### src/rtl/clam_pkg.sv
// Shared constants, codes and helper functions for the command line assembler.
// No dependencies; the top level and the testbench import it.
package clam_pkg;

	localparam int LINE_CAPACITY_DEF = 64;
	localparam int COMMAND_SLOTS_DEF = 8;

	// Command register file: eight 64-bit words of up to eight bytes each
	localparam int NUM_WORDS   = 8;
	localparam int WORD_BYTES  = 8;
	localparam int WORD_W      = 64;
	localparam int SLOT_W      = 3;
	localparam int CFG_INDEX_W = 4;
	// Line bytes held for matching: a full command plus the byte after it
	localparam int FETCH_BYTES = WORD_BYTES + 1;
	localparam int FETCH_W     = 4;

	localparam logic [7:0] CH_BS  = 8'h08;
	localparam logic [7:0] CH_DEL = 8'h7F;
	localparam logic [7:0] CH_SP  = 8'h20;
	localparam logic [7:0] CH_TAB = 8'h09;
	localparam logic [7:0] CH_CR  = 8'h0D;
	localparam logic [7:0] CH_LF  = 8'h0A;

	localparam logic [1:0] STATUS_MATCHED  = 2'd0;
	localparam logic [1:0] STATUS_UNKNOWN  = 2'd1;
	localparam logic [1:0] STATUS_TOO_LONG = 2'd2;

	function automatic logic is_blank(input logic [7:0] b);
		return (b inside {CH_SP, CH_TAB});
	endfunction

	// Count the bytes below the first zero byte of a command word
	function automatic logic [FETCH_W-1:0] word_length(input logic [WORD_W-1:0] w);
		logic [FETCH_W-1:0] n;
		logic stop;
		n = '0;
		stop = 1'b0;
		for (int i = 0; i < WORD_BYTES; i++) begin
			if (!stop && (w[i*8 +: 8] != 8'h00)) begin
				n = n + FETCH_W'(1);
			end else begin
				stop = 1'b1;
			end
		end
		return n;
	endfunction

endpackage

### src/rtl/command_line_assembler_matcher_top.sv
// Command line assembler and matcher: top level with control FSM and matcher.
// Depends on clam_pkg and clam_ram.
//
// Received bytes arrive on the rx channel one word at a time and build a line in a
// LINE_CAPACITY-entry byte RAM. Printable bytes and tab are stored, backspace and DEL
// drop the last stored byte, other control bytes are ignored, and a LF right after a CR
// is swallowed. A kept byte that would push the line past LINE_CAPACITY-1 bytes gives a
// single too-long result (status 2, last set) and the block then throws bytes away until
// the next CR or LF. On CR or LF the stored line is trimmed of leading and trailing
// spaces and tabs; a non-empty line is checked against the command words in slots
// 0..COMMAND_SLOTS-1 (longest match wins, lowest slot on a tie, and the command must be
// followed by end of line, space or tab), and then goes out byte by byte with status
// and command_index on every word and last on the final one.
// Flow: an ordinary byte leaves rx ready, even while a result waits on the output
// register. A CR or LF that ends a line keeps rx stalled while the line is trimmed
// and, if anything is left, matched and emitted, any output stall included; the line
// RAM's single read port sets this, since every trim step, the fetch of the first nine
// line bytes for matching and every emitted byte each need their own read. The RAM is
// only read while no byte is accepted, so reads and writes never meet on one entry.
// The RAM is not cleared after reset: only written entries are ever used. Command words
// are written on the cfg channel (index 0..7, higher indexes ignored), which is always
// ready, and must only change while the block is idle.
module command_line_assembler_matcher_top
	import clam_pkg::*;
#(
	parameter int LINE_CAPACITY = LINE_CAPACITY_DEF,
	parameter int COMMAND_SLOTS = COMMAND_SLOTS_DEF
) (
	input  logic                   clk,
	input  logic                   arst_n,
	// received bytes
	input  logic                   in_valid,
	output logic                   in_ready,
	input  logic [7:0]             rx_byte,
	// result words
	output logic                   out_valid,
	input  logic                   out_ready,
	output logic [1:0]             status,
	output logic [2:0]             command_index,
	output logic [7:0]             line_byte,
	output logic                   last,
	// command word writes
	input  logic                   cfg_valid,
	output logic                   cfg_ready,
	input  logic [CFG_INDEX_W-1:0] cfg_index,
	input  logic [WORD_W-1:0]      cfg_data
);

	localparam int LW   = $clog2(LINE_CAPACITY);
	localparam int SW   = (COMMAND_SLOTS > 1) ? $clog2(COMMAND_SLOTS) : 1;
	localparam int SUMW = ((LW > FETCH_W) ? LW : FETCH_W) + 1;

	// controller states
	localparam logic [3:0] S_IDLE      = 4'd0;
	localparam logic [3:0] S_OVF       = 4'd1;
	localparam logic [3:0] S_LEAD      = 4'd2;
	localparam logic [3:0] S_LEAD_CHK  = 4'd3;
	localparam logic [3:0] S_TRAIL     = 4'd4;
	localparam logic [3:0] S_TRAIL_CHK = 4'd5;
	localparam logic [3:0] S_FETCH     = 4'd6;
	localparam logic [3:0] S_FWAIT     = 4'd7;
	localparam logic [3:0] S_MATCH     = 4'd8;
	localparam logic [3:0] S_EMIT      = 4'd9;
	localparam logic [3:0] S_EMIT_LOAD = 4'd10;

	logic [3:0]         state_q;
	logic [LW-1:0]      len_q;
	logic               discard_q;
	logic               last_cr_q;
	logic [LW-1:0]      start_q;
	logic [LW-1:0]      end_q;
	logic [LW-1:0]      ptr_q;
	logic [FETCH_W-1:0] fk_q;
	logic               cap_v_q;
	logic [FETCH_W-1:0] cap_idx_q;
	logic [7:0]         fbuf_q [FETCH_BYTES];
	logic [SW-1:0]      slot_q;
	logic [FETCH_W-1:0] best_len_q;
	logic [SLOT_W-1:0]  best_slot_q;
	logic [WORD_W-1:0]  cmd_q [NUM_WORDS];

	logic               out_valid_q;
	logic [1:0]         status_q;
	logic [2:0]         index_q;
	logic [7:0]         byte_q;
	logic               last_q;

	logic               in_fire;
	logic               out_free;
	logic               ram_we;
	logic               ram_re;
	logic [LW-1:0]      ram_raddr;
	logic [7:0]         ram_rdata;
	logic [SUMW-1:0]    fetch_sum;
	logic [LW-1:0]      fetch_addr;
	logic [SUMW-1:0]    tlen;
	logic [WORD_W-1:0]  cur_word;
	logic [FETCH_W-1:0] clen;
	logic               bytes_eq;
	logic               slot_hit;
	logic               keep_byte;

	assign in_ready  = (state_q == S_IDLE);
	assign in_fire   = in_valid && in_ready;
	assign cfg_ready = 1'b1;
	assign out_free  = !out_valid_q || out_ready;

	assign out_valid     = out_valid_q;
	assign status        = status_q;
	assign command_index = index_q;
	assign line_byte     = byte_q;
	assign last          = last_q;

	// A byte is stored when it is not a line end, erase or stray control byte,
	// the block is not discarding and the line still has room.
	assign keep_byte = !discard_q && !(rx_byte inside {CH_CR, CH_LF, CH_BS, CH_DEL})
		&& !((rx_byte < CH_SP) && (rx_byte != CH_TAB))
		&& (len_q != LW'(LINE_CAPACITY - 1));
	assign ram_we = in_fire && keep_byte;

	// Fetch addresses past the trimmed end fall back to the first byte so that
	// only written entries are ever read.
	assign fetch_sum  = SUMW'(start_q) + SUMW'(fk_q);
	assign fetch_addr = (fetch_sum < SUMW'(end_q)) ? fetch_sum[LW-1:0] : start_q;

	always_comb begin
		ram_re    = 1'b0;
		ram_raddr = start_q;
		case (state_q)
			S_LEAD: begin
				ram_re = (start_q != end_q);
			end
			S_TRAIL: begin
				ram_re    = 1'b1;
				ram_raddr = end_q - LW'(1);
			end
			S_FETCH: begin
				ram_re    = 1'b1;
				ram_raddr = fetch_addr;
			end
			S_EMIT: begin
				ram_re    = 1'b1;
				ram_raddr = ptr_q;
			end
			default: begin
				ram_re = 1'b0;
			end
		endcase
	end

	clam_ram #(
		.WIDTH(8),
		.DEPTH(LINE_CAPACITY)
	) u_line_ram (
		.clk  (clk),
		.we   (ram_we),
		.waddr(len_q),
		.wdata(rx_byte),
		.re   (ram_re),
		.raddr(ram_raddr),
		.rdata(ram_rdata)
	);

	// Match one slot per cycle against the buffered head of the line.
	assign tlen     = SUMW'(end_q) - SUMW'(start_q);
	assign cur_word = cmd_q[SLOT_W'(slot_q)];
	assign clen     = word_length(cur_word);

	always_comb begin
		bytes_eq = 1'b1;
		for (int i = 0; i < WORD_BYTES; i++) begin
			if ((FETCH_W'(i) < clen) && (fbuf_q[i] != cur_word[i*8 +: 8])) begin
				bytes_eq = 1'b0;
			end
		end
	end

	assign slot_hit = (clen > best_len_q) && (SUMW'(clen) <= tlen) && bytes_eq
		&& ((SUMW'(clen) == tlen) || is_blank(fbuf_q[clen]));

	// command word registers
	always_ff @(posedge clk or negedge arst_n) begin
		if (!arst_n) begin
			for (int i = 0; i < NUM_WORDS; i++) begin
				cmd_q[i] <= '0;
			end
		end else if (cfg_valid && cfg_ready && (cfg_index < CFG_INDEX_W'(NUM_WORDS))) begin
			cmd_q[cfg_index[SLOT_W-1:0]] <= cfg_data;
		end
	end

	// capture fetched line bytes in the cycle after their read
	always_ff @(posedge clk) begin
		if (cap_v_q) begin
			fbuf_q[cap_idx_q] <= ram_rdata;
		end
	end

	always_ff @(posedge clk or negedge arst_n) begin
		if (!arst_n) begin
			state_q     <= S_IDLE;
			len_q       <= '0;
			discard_q   <= 1'b0;
			last_cr_q   <= 1'b0;
			start_q     <= '0;
			end_q       <= '0;
			ptr_q       <= '0;
			fk_q        <= '0;
			cap_v_q     <= 1'b0;
			cap_idx_q   <= '0;
			slot_q      <= '0;
			best_len_q  <= '0;
			best_slot_q <= '0;
			out_valid_q <= 1'b0;
			status_q    <= STATUS_MATCHED;
			index_q     <= '0;
			byte_q      <= '0;
			last_q      <= 1'b0;
		end else begin
			cap_v_q <= 1'b0;
			if (out_valid_q && out_ready) begin
				out_valid_q <= 1'b0;
			end
			case (state_q)
				S_IDLE: begin
					if (in_fire) begin
						if ((rx_byte == CH_LF) && last_cr_q) begin
							// drop the LF of a CR LF pair
							last_cr_q <= 1'b0;
						end else begin
							last_cr_q <= (rx_byte == CH_CR);
							if (rx_byte inside {CH_CR, CH_LF}) begin
								len_q <= '0;
								if (discard_q) begin
									discard_q <= 1'b0;
								end else begin
									start_q <= '0;
									end_q   <= len_q;
									state_q <= S_LEAD;
								end
							end else if (discard_q) begin
								discard_q <= 1'b1;
							end else if (rx_byte inside {CH_BS, CH_DEL}) begin
								if (len_q != '0) begin
									len_q <= len_q - LW'(1);
								end
							end else if ((rx_byte < CH_SP) && (rx_byte != CH_TAB)) begin
								discard_q <= 1'b0;
							end else if (len_q == LW'(LINE_CAPACITY - 1)) begin
								// overflow: clear the line and drop until line end
								discard_q <= 1'b1;
								len_q     <= '0;
								state_q   <= S_OVF;
							end else begin
								len_q <= len_q + LW'(1);
							end
						end
					end
				end
				S_OVF: begin
					if (out_free) begin
						out_valid_q <= 1'b1;
						status_q    <= STATUS_TOO_LONG;
						index_q     <= '0;
						byte_q      <= '0;
						last_q      <= 1'b1;
						state_q     <= S_IDLE;
					end
				end
				S_LEAD: begin
					// an all-blank or empty line gives no result
					state_q <= (start_q == end_q) ? S_IDLE : S_LEAD_CHK;
				end
				S_LEAD_CHK: begin
					if (is_blank(ram_rdata)) begin
						start_q <= start_q + LW'(1);
						state_q <= S_LEAD;
					end else begin
						state_q <= S_TRAIL;
					end
				end
				S_TRAIL: begin
					state_q <= S_TRAIL_CHK;
				end
				S_TRAIL_CHK: begin
					// the first byte is not blank, so end never passes start
					if (is_blank(ram_rdata)) begin
						end_q   <= end_q - LW'(1);
						state_q <= S_TRAIL;
					end else begin
						fk_q        <= '0;
						slot_q      <= '0;
						best_len_q  <= '0;
						best_slot_q <= '0;
						state_q     <= S_FETCH;
					end
				end
				S_FETCH: begin
					cap_v_q   <= 1'b1;
					cap_idx_q <= fk_q;
					if (fk_q == FETCH_W'(FETCH_BYTES - 1)) begin
						state_q <= S_FWAIT;
					end else begin
						fk_q <= fk_q + FETCH_W'(1);
					end
				end
				S_FWAIT: begin
					state_q <= S_MATCH;
				end
				S_MATCH: begin
					if (slot_hit) begin
						best_len_q  <= clen;
						best_slot_q <= SLOT_W'(slot_q);
					end
					if (slot_q == SW'(COMMAND_SLOTS - 1)) begin
						ptr_q   <= start_q;
						state_q <= S_EMIT;
					end else begin
						slot_q <= slot_q + SW'(1);
					end
				end
				S_EMIT: begin
					state_q <= S_EMIT_LOAD;
				end
				S_EMIT_LOAD: begin
					if (out_free) begin
						out_valid_q <= 1'b1;
						status_q    <= (best_len_q != '0) ? STATUS_MATCHED : STATUS_UNKNOWN;
						index_q     <= (best_len_q != '0) ? best_slot_q : '0;
						byte_q      <= ram_rdata;
						last_q      <= ((ptr_q + LW'(1)) == end_q);
						ptr_q       <= ptr_q + LW'(1);
						state_q     <= ((ptr_q + LW'(1)) == end_q) ? S_IDLE : S_EMIT;
					end
				end
				default: begin
					state_q <= S_IDLE;
				end
			endcase
		end
	end

	// A too-long result is always a run of one word.
	a_too_long_last: assert property (@(posedge clk) disable iff (!arst_n)
		(out_valid && (status == STATUS_TOO_LONG)) |-> (last && (line_byte == 8'h00)))
		else $error("too-long result without last or with nonzero byte");

	// The command index is only meaningful on a match.
	a_index_zero: assert property (@(posedge clk) disable iff (!arst_n)
		(out_valid && (status != STATUS_MATCHED)) |-> (command_index == 3'd0))
		else $error("command index set without a match");

	// Trimming never moves the start of the line past its end.
	a_trim_order: assert property (@(posedge clk) disable iff (!arst_n)
		(state_q != S_IDLE) |-> (start_q <= end_q))
		else $error("trimmed line start passed its end");

	// Every emitted word reaches the output, and rx stays stalled until the word with last is loaded.
	a_no_emit_idle: assert property (@(posedge clk) disable iff (!arst_n)
		(state_q == S_EMIT_LOAD && out_free) |=> (out_valid && !in_ready ||
			out_valid && last))
		else $error("emitted word lost or line ended without last");

endmodule

### src/rtl/clam_ram.sv
// Generic single-port-write, single-port-read RAM with registered read data.
// No dependencies.
module clam_ram #(
	parameter int WIDTH = 8,
	parameter int DEPTH = 64
) (
	input  logic                     clk,
	input  logic                     we,
	input  logic [$clog2(DEPTH)-1:0] waddr,
	input  logic [WIDTH-1:0]         wdata,
	input  logic                     re,
	input  logic [$clog2(DEPTH)-1:0] raddr,
	output logic [WIDTH-1:0]         rdata
);

	logic [WIDTH-1:0] mem [DEPTH];

	always_ff @(posedge clk) begin
		if (we) begin
			mem[waddr] <= wdata;
		end
		// hold the last read word while no read is issued
		if (re) begin
			rdata <= mem[raddr];
		end
	end

endmodule

### config.mk
export PLATFORM = sky130hd
export DESIGN_NAME = command_line_assembler_matcher_top
export DESIGN_NICKNAME = d
export VERILOG_FILES = /design/src/rtl/clam_pkg.sv /design/src/rtl/command_line_assembler_matcher_top.sv /design/src/rtl/clam_ram.sv
export SDC_FILE = /design/constraint.sdc
export NUM_CORES = 2
export LEC_CHECK = 0
export ABC_AREA = 1
export BUFFER_PORTS_ARGS = -buffer_cell sky130_fd_sc_hd__buf_2
export CAP_MARGIN = 40
export CORE_ASPECT_RATIO = 1.25
export CORE_MARGIN = 2
export CORE_UTILIZATION = 25
export CTS_CLUSTER_DIAMETER = 150
export DETAILED_ROUTE_END_ITERATION = 7
export GPL_ROUTABILITY_DRIVEN = 0
export PLACE_DENSITY = 0.39
export SYNTH_ARGS = -nofsm -noshare
export SYNTH_HDL_FRONTEND = slang
export SYNTH_SLANG_ARGS = --single-unit
### constraint.sdc
create_clock -name clk -period 7.25 [get_ports clk]
set_input_delay 0.725 -clock clk [delete_from_list [all_inputs] [get_ports clk]]
set_output_delay 0.725 -clock clk [all_outputs]
set_load 0.02 [all_outputs]
After elaboration in Yosys (flattened, before gate mapping)
Memory sizes are Yosys's and may differ from the RTL's. A register that Yosys moved wholly into a read port is not among the register bits.
Cells that the tools add are included.

cells by class
  $lt $le $gt $ge = 16
  reduce and logical (&&, ||, !) cells = 75
  equality and inequality tests = 55
  bitwise operators = 3
  muxes and demuxes = 108
  $add $sub $neg = 16

operator list
  operator                                                                number
  512-bit bitwise mux                                                     1
  64-bit binary-select mux with 3-bit select                              1
  64-bit demux with 3-bit select                                          1
  64-bit 2-to-1 mux                                                       3
  6-bit 2-to-1 mux                                                        19
  4-bit 2-to-1 mux                                                        23
  8-bit != test                                                           8
  8-bit nonzero test                                                      8
  4-bit one-hot mux with 11 select lines                                  1
  8-bit by 4-bit equality test with 1-bit output (second input constant)  5
  6-bit one-hot mux with 2 select lines                                   3
  1-bit 2-to-1 mux                                                        33
  4-bit by 1-bit adder with 4-bit output (second input constant)          8
  1-bit logical AND                                                       28
  2-bit != test (second input constant)                                   12
  3-bit 2-to-1 mux                                                        7
  2-bit nonzero test                                                      10
  6-bit by 1-bit adder with 6-bit output (second input constant)          3
  3-bit one-hot mux with 2 select lines                                   3
  6-bit one-hot mux with 3 select lines                                   1
  3-bit AND reduction                                                     6
  6-bit AND reduction                                                     3
  4-bit by 3-bit equality test with 1-bit output (second input constant)  4
  4-bit equality test (second input constant)                             4
  46 further kinds                                                        78

storage, ports and cells
  word-level logic and storage cells = 301
  output and inout port bits = 17
  flip-flop bits (word level) = 576
  input port bits = 81
  RAM bits = 584
  memories kept = 2

memories
  memory          words  bits a word  read ports  clocked after memory_dff  write ports  line                                      source
  u_line_ram.mem  64     8            1           1                         1            clam_ram.sv:16                            logic [WIDTH-1:0] mem [DEPTH];
  fbuf_q          9      8            9           0                         1            command_line_assembler_matcher_top.sv:76  logic [7:0] fbuf_q [FETCH_BYTES];

Logic depth before layout (Yosys ltp)
  depth after elaboration = 39
  depth in mapped cells = 51
  gate-level depth less buffers = 47

Hierarchy
A second synthesis with hierarchy kept.

second synthesis, totals
  cell total of the unflattened synthesis = 6088
  area, all modules = 56112.6 µm²

by module, submodules not included
  module                              times used  cells each  area an instance (µm²)
  command_line_assembler_matcher_top  1           4266        34740.8
  clam_ram                            1           1822        21371.7

Least setup slack after synthesis
No wires, ideal clock.

  path kind = flip-flop to flip-flop
  start = reg slot_q[0]
  end = reg best_len_q[0]
  arrival time = 5.329 ns
  buffers on the path = 4
  cell stages (with the launch flop) = 51
  period minus slack after synthesis = 5.445 ns
  slack = 1.805 ns
  required time = 7.133 ns
  cells stage by stage = dfrtp_1 buf_6 inv_2 buf_6 buf_6 nand2_1 nand3_1 nand3_1 nand2_1 nand2_1 nor2_1 nand2_1 nand3_1 nand2_1 ha_1 nand3b_1 nand2_1 inv_1 [15 not listed] nand2_1 nand2_2 buf_4 ha_1 a21oi_1 o21ai_0 a21oi_1 nor2_1 nand2_1 nand3_1 a211oi_1 o21ai_0 a21oi_1 nand2_1 nand2_4 nand2_4 nand2_1 nand2_1

between the ends
  word-level cells in the longest chain between the ends = 39

RTL lines
  item                                                                             line                                       source
  start: declaration                                                               command_line_assembler_matcher_top.sv:77   logic [SW-1:0] slot_q;
  start signal: assignment                                                         command_line_assembler_matcher_top.sv:319  slot_q <= slot_q + SW'(1);
  3-bit inverter with 4-bit output (implied by the code) (*)                       command_line_assembler_matcher_top.sv:166  assign cur_word = cmd_q[SLOT_W'(slot_q)];
  64-bit binary-select mux with 3-bit select (*)                                   command_line_assembler_matcher_top.sv:166
  64-bit 2-to-1 mux (implied by the code) (*) (2 in a row)                         command_line_assembler_matcher_top.sv:166
  branches (longest 35 deep; another with 4-bit by 1-bit adder with 4-bit output)  --
  end signal: assignment                                                           command_line_assembler_matcher_top.sv:312  best_len_q <= clen;
  end: declaration                                                                 command_line_assembler_matcher_top.sv:78   logic [FETCH_W-1:0] best_len_q;

Every way passes the cells marked *. The select of a mux whose other input is x is not followed.
A chain may end at the register's enable or synchronous reset.

Worst setup path in the final report
  start = reg slot_q[0]
  end = reg best_slot_q[2]

between the ends
  word-level cells in the longest chain between the ends = 39

RTL lines
  item                                                                             line                                       source
  3-bit inverter with 4-bit output (implied by the code) (*)                       command_line_assembler_matcher_top.sv:166
  64-bit binary-select mux with 3-bit select (*)                                   command_line_assembler_matcher_top.sv:166
  64-bit 2-to-1 mux (implied by the code) (*) (2 in a row)                         command_line_assembler_matcher_top.sv:166
  branches (longest 32 deep; another with 4-bit by 1-bit adder with 4-bit output)  --
  1-bit logical AND (*)                                                            command_line_assembler_matcher_top.sv:179  && ((SUMW'(clen) == tlen) || is_blank(fbuf_q[clen]));
  2-bit != test (no source line) (*)                                               --
  3-bit AND reduction (no source line) (*)                                         --
  end signal: assignment                                                           command_line_assembler_matcher_top.sv:313  best_slot_q <= SLOT_W'(slot_q);
  end: declaration                                                                 command_line_assembler_matcher_top.sv:79   logic [SLOT_W-1:0] best_slot_q;

Marks and branches as above.

==> flow_summary.toml <==
[placement]
place_ws_ns = 0.842
hpwl_um = 111000
portBuffers = 96
place_area_um2 = 59900

[worst_setup_path]
crit_path_start_kind = "flop"
endpoint_kind = "flop"
path_class = "reg2reg"
critPathArrivalTime_ns = 7.12
critPathMaxStageDelay_ns = 0.68
worst-path-max-fanout = 40
cpMaxStageDelayCell = "dfrtp_4"
cp_common_cell = "nand2_1"
worstPathRequired_ns = 7.88
r2r.worst_path.cells = 46

[sta]
max_freq_mhz = 154
finalCritPeriodShare_pct = 89.5
hold_ws_ns = 0.167
max_slew_margin_pct = 41.9
drv_slew = 0
min_period_ns = 6.49
tightest_slew_ns = 0.871
skew_ns = 0.112
fin_setup_tns_ns = 0
setup_ws_ns = 0.760
rsz0062_at_grt = "false"
setup_viol = 0
finalHoldViolations = 0

[pwr]
p_comb_share_pct = 46.5
ir_drop_v = 0.000644
p_per_area_nw_per_um2 = 465
power_frac_clock_pct = 24.5
intPower_w = 0.0168
seq_power_share_pct = 29.0
p_switching_w = 0.0132
p_sw_share_pct = 43.9
power.leakage_nw = 25.9

[grt]
globalRouteOverflowTotal = 0
grt_pass1_vias = 40847
antenna_found_initial = 10
grt.total_usage_pct = 15.5
grt_max_degree = 190
grt_pass1_wl_um = 270000

[routing]
ant_nets = 0
dr.pass1.iters = 5
routed-wl-met2_um = 89200
met1_length_um = 79100
top_layer = "met5"
drt_wl_total_um = 179000
drc = 0
wl_per_cell_um = 20.0
drt_iter0_markers = 3082
dr_wl_met3_um = 6580
routed-via-count = 41091
via_per_inst = 4.58

[synth]
async_flop_share_pct = 47.1
netlist_area_um2 = 55900
synth.avg_cell_area_um2 = 9.48
syn_inst = 5891
ys_top_cells_by_count = "nand2_1, o21ai_0, edfxtp_1"
synth_enable_flop_cells = 648
synth-seq-area-share_pct = 60.6
synth_top_area_share_pct = 34.8
synth.distinct_cells = 54
ys_top_cells_by_area = "edfxtp_1, dfrtp_1, nand2_1, o21ai_0, nor2_1"
yosysMostFrequentCell = "nand2_1"
yosysWarnings = 0
ys.flop_type = "edfxtp_1"
ys_ff_latch = 1224
synth_top_cell_by_area = "edfxtp_1"
syn_nets = 6012

[clocking]
cts_buffers = 152
cts_tree = "built"
clkLatencyLatePin_ns = 0.85
cts_sinks = 1224
cts.clk_slew.worst_paths_ns = 0.06
cts_resized = 0
cts_max_level = 4
cts_buffer_depth = 4
cts_root_buf = "clkbuf_16"

[finish]
nNetsFinal = 6037
finalInstanceArea_um2 = 64500
n_fill_cell = 23581
drive_above_1_share_pct = 8.87
finalCoreUtilization_pct = 29.0
synthToLayoutAreaGrowth_pct = 15.5

[run_status]
status = "complete, no violations"

[die]
ioPinCount = 98
die_w_um = 427
core_um2 = 223000
dieArea_um2 = 227000
die_h_um = 532
rows = 194
start_util_pct = 25.1

[worst_hold_path]
worst_hold_path.num_cells = 3
hp-class = "in2reg"

[run]
maxCapViolations = 0
==> flip-flops by register name (all words and copies together), names as in the netlist <==
register and cells:
cmd_q 512, u_line_ram.mem 512, fbuf_q 128, line_byte 8, u_line_ram.rdata 8, end_q 6
len_q 6, ptr_q 6, start_q 6, best_len_q 4, cap_idx_q 4, fk_q 4
state_q 4, best_slot_q 3, command_index 3, slot_q 3, status 2, cap_v_q 1
discard_q 1, last 1, last_cr_q 1, out_valid 1
==> logic make-up after synthesis <==
family	Yosys count	share of synthesized area, %
AO/OA/AOI/OAI	1286	13.0
XOR/XNOR	84	1.32
adder cells (fa/ha/maj)	40	0.923
buffers and inverters	842	6.35
flip-flops	1224	60.6
multiplexers	1	0.0179
other	1	0.00671
AND/OR/NAND/NOR	2413	17.7
==> routing by layer <==
metal,up-vias,GRT usage (%)
met2,735,27.0
met3,260,2.15
met5,-,0
met4,10,4.27
met1,20230,20.0
li1,19856,-
==> critical path, delay by kind of cell, from the launching register on <==
family	cells	cell delay, ns
AND/OR/NAND/NOR	26	2.63
adder cells (fa/ha/maj)	5	1.25
buffers and inverters	8	0.88
flip-flops	1	0.68
AO/OA/AOI/OAI	7	0.89
==> repair_timing <==
| action | in CTS | in global routing |
|---|---|---|
| hold buffers | 1 | 0 |
| buffers inserted | 0 | 0 |
| endpoints found under the hold margin | 74 | 0 |
==> power by group through the flow <==
stage | Clock [W] | Combinational (W) | Sequential (W)
after floorplan | 0 | 0.00992 | 0.00869
after global placement | 0 | 0.0140 | 0.00890
after detailed placement | 0 | 0.0142 | 0.00884
after CTS | 0.00758 | 0.0142 | 0.00871
after global routing | 0.00784 | 0.0157 | 0.00880
final | 0.00734 | 0.0140 | 0.00871
==> final timing paths <==
kind                               start              to  slack (ns)
min in group asynchronous         arst_n      cmd_q[444]        0.57
max reg2reg                    slot_q[0]  best_slot_q[2]        0.76
min                         cfg_data[35]      cmd_q[163]        0.17
max                            slot_q[0]  best_slot_q[2]        0.76
min reg2reg                best_len_q[1]   best_len_q[1]        0.47
max in group asynchronous         arst_n      cmd_q[243]        4.81
==> layout make-up <==
type / instances / area (µm²) / area share [%]
inverter: 496 / 1880 / 2.92
tap: 2940 / 3680 / 5.70
clock buffer: 207 / 4170 / 6.46
clock inverter: 54 / 500 / 0.775
multi-input combinational: 3825 / 18500 / 28.7
timing repair buffer: 217 / 1870 / 2.90
sequential: 1224 / 33900 / 52.5
antenna: 1 / 2.50 / 0.00388
==> cell usage in the layout (no fill, tap or decap), types with 14 or more instances in the layout <==
| cell | n |
|---|---|
| a21oi_1 | 64 |
| buf_12 | 21 |
| buf_2 | 98 |
| buf_4 | 81 |
| clkbuf_1 | 40 |
| clkbuf_16 | 153 |
| clkbuf_8 | 14 |
| clkinv_1 | 25 |
| clkinv_2 | 18 |
| dfrtp_1 | 573 |
| edfxtp_1 | 648 |
| ha_1 | 38 |
| inv_1 | 481 |
| nand2_1 | 1419 |
| nand3_1 | 296 |
| nand4_1 | 24 |
| nor2_1 | 533 |
| nor3_1 | 19 |
| o211ai_1 | 262 |
| o21ai_0 | 804 |
| o21ai_1 | 62 |
| o22ai_1 | 61 |
| or2_2 | 73 |
| xnor2_1 | 24 |
| xor2_1 | 60 |
==> per-stage QoR <==
step	total power [W]	std cells
2_1_floorplan	0.0186	5891
3_3_place_gp	0.0229	8663
3_5_place_dp	0.0230	8701
4_1_cts	0.0305	8963
5_1_grt	0.0324	8964
6_report	0.0300	8964
Power figures use the tool's default switching activity.
